<file path="src/hw/rtl/agu_pkg.sv">
// Package for the AdaGrad update block: FSM states, control structs,
// register indexes and iteration counts. No dependencies.
`timescale 1ns / 1ps

package agu_pkg;

  localparam int SQRT_STEPS = 32;
  localparam int DIV_STEPS  = 64;
  localparam int CNT_W      = $clog2(DIV_STEPS);

  localparam logic [1:0] CFG_BASE  = 2'd0;
  localparam logic [1:0] CFG_DECAY = 2'd1;
  localparam logic [1:0] CFG_EPS   = 2'd2;

  typedef enum logic [2:0] {
    ST_IDLE,
    ST_CACHE,
    ST_SQRT,
    ST_RATE,
    ST_RDIV,
    ST_STEP,
    ST_SDIV,
    ST_DONE
  } state_e;

  typedef struct packed {
    logic load;
    logic cache;
    logic sqrt_step;
    logic rate_init;
    logic div_step;
    logic step_init;
    logic finish;
  } cmd_t;

  typedef struct packed {
    logic out_free;
  } stat_t;

endpackage

</file>
<file path="src/hw/rtl/agu_ctrl.sv">
// Sequencer for the AdaGrad update: walks the datapath through cache update,
// square root and the two divisions. Depends on agu_pkg.
`timescale 1ns / 1ps

module agu_ctrl import agu_pkg::*; (
  input  logic  clk_i,
  input  logic  rst_ni,
  input  logic  in_valid_i,
  output logic  in_ready_o,
  input  stat_t stat_i,
  output cmd_t  cmd_o
);

  state_e           state_q, state_d;
  logic [CNT_W-1:0] cnt_q, cnt_d;

  always_ff @(posedge clk_i or negedge rst_ni) begin
    if (!rst_ni) begin
      state_q <= ST_IDLE;
      cnt_q   <= '0;
    end else begin
      state_q <= state_d;
      cnt_q   <= cnt_d;
    end
  end

  always_comb begin
    state_d = state_q;
    unique case (state_q)
      ST_IDLE:  if (in_valid_i) state_d = ST_CACHE;
      ST_CACHE: state_d = ST_SQRT;
      ST_SQRT:  if (cnt_q == CNT_W'(SQRT_STEPS - 1)) state_d = ST_RATE;
      ST_RATE:  state_d = ST_RDIV;
      ST_RDIV:  if (cnt_q == CNT_W'(DIV_STEPS - 1)) state_d = ST_STEP;
      ST_STEP:  state_d = ST_SDIV;
      ST_SDIV:  if (cnt_q == CNT_W'(DIV_STEPS - 1)) state_d = ST_DONE;
      ST_DONE:  if (stat_i.out_free) state_d = ST_IDLE;
      default:  state_d = ST_IDLE;
    endcase
  end

  always_comb begin
    cmd_o      = '0;
    in_ready_o = 1'b0;
    cnt_d      = '0;
    unique case (state_q)
      ST_IDLE: begin
        in_ready_o = 1'b1;
        cmd_o.load = in_valid_i;
      end
      ST_CACHE: cmd_o.cache = 1'b1;
      ST_SQRT: begin
        cmd_o.sqrt_step = 1'b1;
        cnt_d           = cnt_q + 1'b1;
      end
      ST_RATE: cmd_o.rate_init = 1'b1;
      ST_RDIV, ST_SDIV: begin
        cmd_o.div_step = 1'b1;
        cnt_d          = cnt_q + 1'b1;
      end
      ST_STEP: cmd_o.step_init = 1'b1;
      ST_DONE: cmd_o.finish = stat_i.out_free;
      default: cmd_o = '0;
    endcase
  end

endmodule

</file>
<file path="config.mk">
export PLATFORM = sky130hd
export DESIGN_NAME = agu_ctrl
export DESIGN_NICKNAME = d
export VERILOG_FILES = /design/src/hw/rtl/agu_pkg.sv /design/src/hw/rtl/agu_ctrl.sv
export SDC_FILE = /design/constraint.sdc
export NUM_CORES = 1
export LEC_CHECK = 0
export BUFFER_PORTS_ARGS = -buffer_cell sky130_fd_sc_hd__clkbuf_2
export CORE_AREA = 5 5 42 44
export CTS_BUF_LIST = sky130_fd_sc_hd__clkbuf_8
export DETAILED_ROUTE_END_ITERATION = 7
export DIE_AREA = 0 0 47 49
export PLACE_DENSITY = 0.62
export SETUP_SLACK_MARGIN = 0.05
export SYNTH_ARGS = -nofsm -noshare
export SYNTH_HDL_FRONTEND = slang
export SYNTH_SLANG_ARGS = --single-unit
export TNS_END_PERCENT = 10
</file>
<file path="constraint.sdc">
create_clock -name clk_i -period 1.7 [get_ports clk_i]
set_input_delay 0.085 -clock clk_i [delete_from_list [all_inputs] [get_ports clk_i]]
set_output_delay 0.085 -clock clk_i [all_outputs]
set_load 0.05 [all_outputs]
</file>
After elaboration in Yosys (flattened, before gate mapping). Cells that the tools add are included.

Add/subtract/negate cells: 1. Eq/ne operators: 14. Mux-type cells: 15. Reduce and logical (&&, ||, !) cells: 4.

Operator list (number): case mux 3 bit (8 select lines) (1); two-way mux 3 bit (5); equality test 3 bit (second input constant) (4); inequality test 2 bit (second input constant) (5); two-way mux 1 bit (8); adder 6 x 1 -> 6 bit (second input constant) (1); equality test 3 x 2 -> 1 bit (second input constant) (2); equality test 6 x 5 -> 1 bit (second input constant) (1); equality test 6 bit (second input constant) (1); two-way mux 6 bit (1); AND reduction 5 bit (1); equality test 3 x 1 -> 1 bit (second input constant) (1); zero test 3 bit (1); OR reduction 3 bit (1); OR reduction 2 bit (1).

Register bits after elaboration: 9. Output and inout bits: 8. Logic and storage cells: 36.

Logic depth before layout (Yosys ltp).
Word-level depth: 3. Gate-level depth with buffers: 4. Gate-level depth less buffers: 4.

Least setup slack after synthesis. Ideal clock, no wire load.

Path kind: register to output. From: register state_q[2]. To: output cmd_o[6] (netlist name). Arrival time: 2.272 ns. Data required time: 1.615 ns. Path slack: -0.657 ns. Cell stages (with the launch flop): 5. Buffers on the path: 1. Path through: dfrtp_1 buf_6 nor3_1 nand2_1 inv_1.

RTL lines: start, declared (RTL line agu_ctrl.sv:14) `state_e state_q, state_d;`; start signal, assigned (RTL line agu_ctrl.sv:22) `state_q <= state_d;`; end, declared (RTL line agu_ctrl.sv:11) `output cmd_t cmd_o`.

==> flow_metrics.env <==
export IMPL_drc=0
export IMPL_rsz0062_at_grt="no"
export IMPL_finalWeightedCongestion=0.740
export IMPL_drive_gt1_frac=0.302
export IMPL_initial_utilization=0.344
export IMPL_combPwrFrac=0.408
export IMPL_switching_share=0.452
export IMPL_clk_pin_slew_ns=0.04
export IMPL_rows=14
export IMPL_fin_util=0.429
export IMPL_seq_power_share=0.381
export IMPL_overflow=0
export IMPL_worstHoldStart="in_valid_i"
export IMPL_grt_pass1_wl_mm=1.52
export IMPL_hold_viol_final=0
export IMPL_grt_pass1_vias=359
export IMPL_cts_resized=0
export IMPL_finalNetCount=69
export IMPL_p_leak_nw=0.295
export IMPL_cts_sinks=9
export IMPL_crit_slowest_cell="dfrtp_1"
export IMPL_setup_viol=0
export IMPL_critPathMaxStageDelay_ns=0.53
export IMPL_worstPathCellList="nor3_4 -> nand2_1 -> inv_1 -> clkbuf_2"
export IMPL_drt_pass1_iter_count=3
export IMPL_maxCapViolCount=0
export IMPL_grt_usage=0.0957
export IMPL_crit_reg2reg_launch="state_q[2]"
export IMPL_portBuffers=11
export IMPL_post_place_ws_ns=0.226
export IMPL_drv_slew=0
export IMPL_power_density_nw_per_um2=1880
export IMPL_setup_ws_ns=0.175
export IMPL_cts_tree="built"
export IMPL_fin_crit_ns=1.52
export IMPL_avgSynthCellArea_um2=9.83
export IMPL_boundaryPins=12
export IMPL_period_share=0.897
export IMPL_cp_max_fo=11
export IMPL_clock_skew_ns=0.00121
export IMPL_grt_max_degree=12
export IMPL_routed_wl_um=895
export IMPL_crit_family="flip-flops"
export IMPL_h_tree_depth=1
export IMPL_cts_inserted_buffers=3
export IMPL_maxSlewHeadroom=0.710
export IMPL_clkLatencyLatePin_ns=0.23
export IMPL_drt_iter0_markers=2
export IMPL_irDropWorstVdd_uv=629
export IMPL_worstMarginPinSlew_ns=0.434
export IMPL_status="completed"
export IMPL_p_int_uw=618
export IMPL_critPathRequiredTime_ns=1.62
export IMPL_syn_area_um2=482
export IMPL_start_kind="register"
export IMPL_max_freq_mhz=656
export IMPL_hp_class="input pin to register"
export IMPL_p_sw_uw=510
export IMPL_ant_nets=0
export IMPL_syn_inst=49
export IMPL_end_kind="primary output"
export IMPL_detail_route_wl_per_cell_um=11.3
export IMPL_ys_types=21
export IMPL_synth_fp_nets=54
export IMPL_clock_path_buffers=2
export IMPL_vias=369
export IMPL_cp_arrival_ns=1.44
export IMPL_antenna_cells=0
export IMPL_synth_seq_cells=9
export IMPL_clockRootBuffer="clkbuf_8"
export IMPL_antenna_found_initial=0
export IMPL_ys_seq_area_frac=0.468
export IMPL_clock_power_share=0.211
export IMPL_yosysWarnings=0
export IMPL_startpoint="state_q[2]"
export IMPL_fin_tns_setup_ns=0
export IMPL_cp_num_buf_inv=2
export IMPL_dieArea_um2=2300
export IMPL_power_mw=1.13
export IMPL_chipHeight_um=49
export IMPL_criticalPathCategory="register to primary output"
export IMPL_core_um2=1400
export IMPL_syn_to_final_growth_pct=24.7
export IMPL_die_width_um=47
export IMPL_via_per_inst=4.67
export IMPL_dp_hpwl_um=677
==> final cells by class <==
cell class | count | area [um^2]
tap | 16 | 20.0
inverter | 2 | 7.51
clock buffer | 3 | 41.3
multi-input combinational | 36 | 238
timing repair buffer | 12 | 65.1
fill | 148 | 801
sequential | 9 | 225
clock inverter | 1 | 3.75
==> path summary, 6_finish.rpt <==
kind,slack [ns],end,cells past startpoint
max,0.18,cmd_o[6],4
min,0.09,state_q[0],3
max reg2reg,0.23,state_q[0],3
min reg2reg,0.48,cnt_q[0],1
max in group asynchronous,1.27,state_q[0],2
min in group asynchronous,0.24,cnt_q[2],2
==> power groups by stage <==
stage               Sequential, mW  Combinational (mW)  Clock [mW]
global placement             0.430               0.459           0
finish                       0.430               0.461       0.238
floorplan                    0.379               0.446           0
global route                 0.447               0.507       0.268
CTS                          0.432               0.466       0.252
detailed placement           0.435               0.463           0
==> placed cells by master (no fill, tap or decap), types with 2 or more instances in the layout <==
cell,count
a21oi_1,2
clkbuf_2,11
clkbuf_8,3
dfrtp_1,9
inv_1,3
nand2_1,4
nand3_1,3
nor2_1,10
nor3b_1,2
xor2_1,3
==> worst min-delay path: cells and delay by family <==
kind | cells | cell delay [ns]
simple gates | 1 | 0.06
buf+inv | 1 | 0.07
compound gates | 1 | 0.06
==> timing repair <==
action                                  4_1_cts  5_1_grt
setup buffers                                 0        0
hold endpoints to repair                      9        0
endpoints found under the setup margin        0        0
hold buffers                                  1        0
==> synth_stat cells <==
library cell	number	area [um^2]
a21oi_1	2	10.0
and2_2	1	7.51
and2b_2	1	8.76
and3_1	1	6.26
buf_6	2	22.5
dfrtp_1	9	225
ha_1	1	12.5
inv_1	2	7.51
nand2_1	4	15.0
nand2b_1	1	6.26
nand3_1	3	15.0
nor2_1	10	37.5
nor3_1	1	5.00
nor3b_1	2	15.0
o211ai_2	1	12.5
o21ai_0	1	5.00
o21bai_4	1	18.8
or3_1	1	6.26
or4b_1	1	10.0
xnor2_1	1	8.76
xor2_1	3	26.3
==> per-stage QoR <==
stage,area [um^2],instances,hold slack (ns)
6_report,601,79,0.0939
5_1_grt,601,79,0.105
4_1_cts,601,79,0.0915
3_5_place_dp,546,74,-0.0439
3_3_place_gp,546,74,-0.0459
2_1_floorplan,493,49,-0.211
==> per-layer routing <==
layer  vias to the layer above  GRT usage  share of wire
li1                        191          -              -
met1                       165      0.115           0.43
met5                         -          0              0
met3                         4     0.0443          0.064
met2                         9      0.129           0.47
met4                         0     0.0691          0.026
==> cell families after synthesis <==
| group | after synthesis | share of synthesized area |
|---|---|---|
| xor+xnor | 4 | 0.0727 |
| flops | 9 | 0.468 |
| buf+inv | 4 | 0.0623 |
| simple gates | 26 | 0.275 |
| compound gates | 5 | 0.0961 |
| fa+ha+maj | 1 | 0.0260 |
==> registers in the layout, summed over array words and instances, names as in the netlist <==
signal,flops
cnt_q,6
state_q,3
Note: power is estimated with default switching activity, not from simulation.
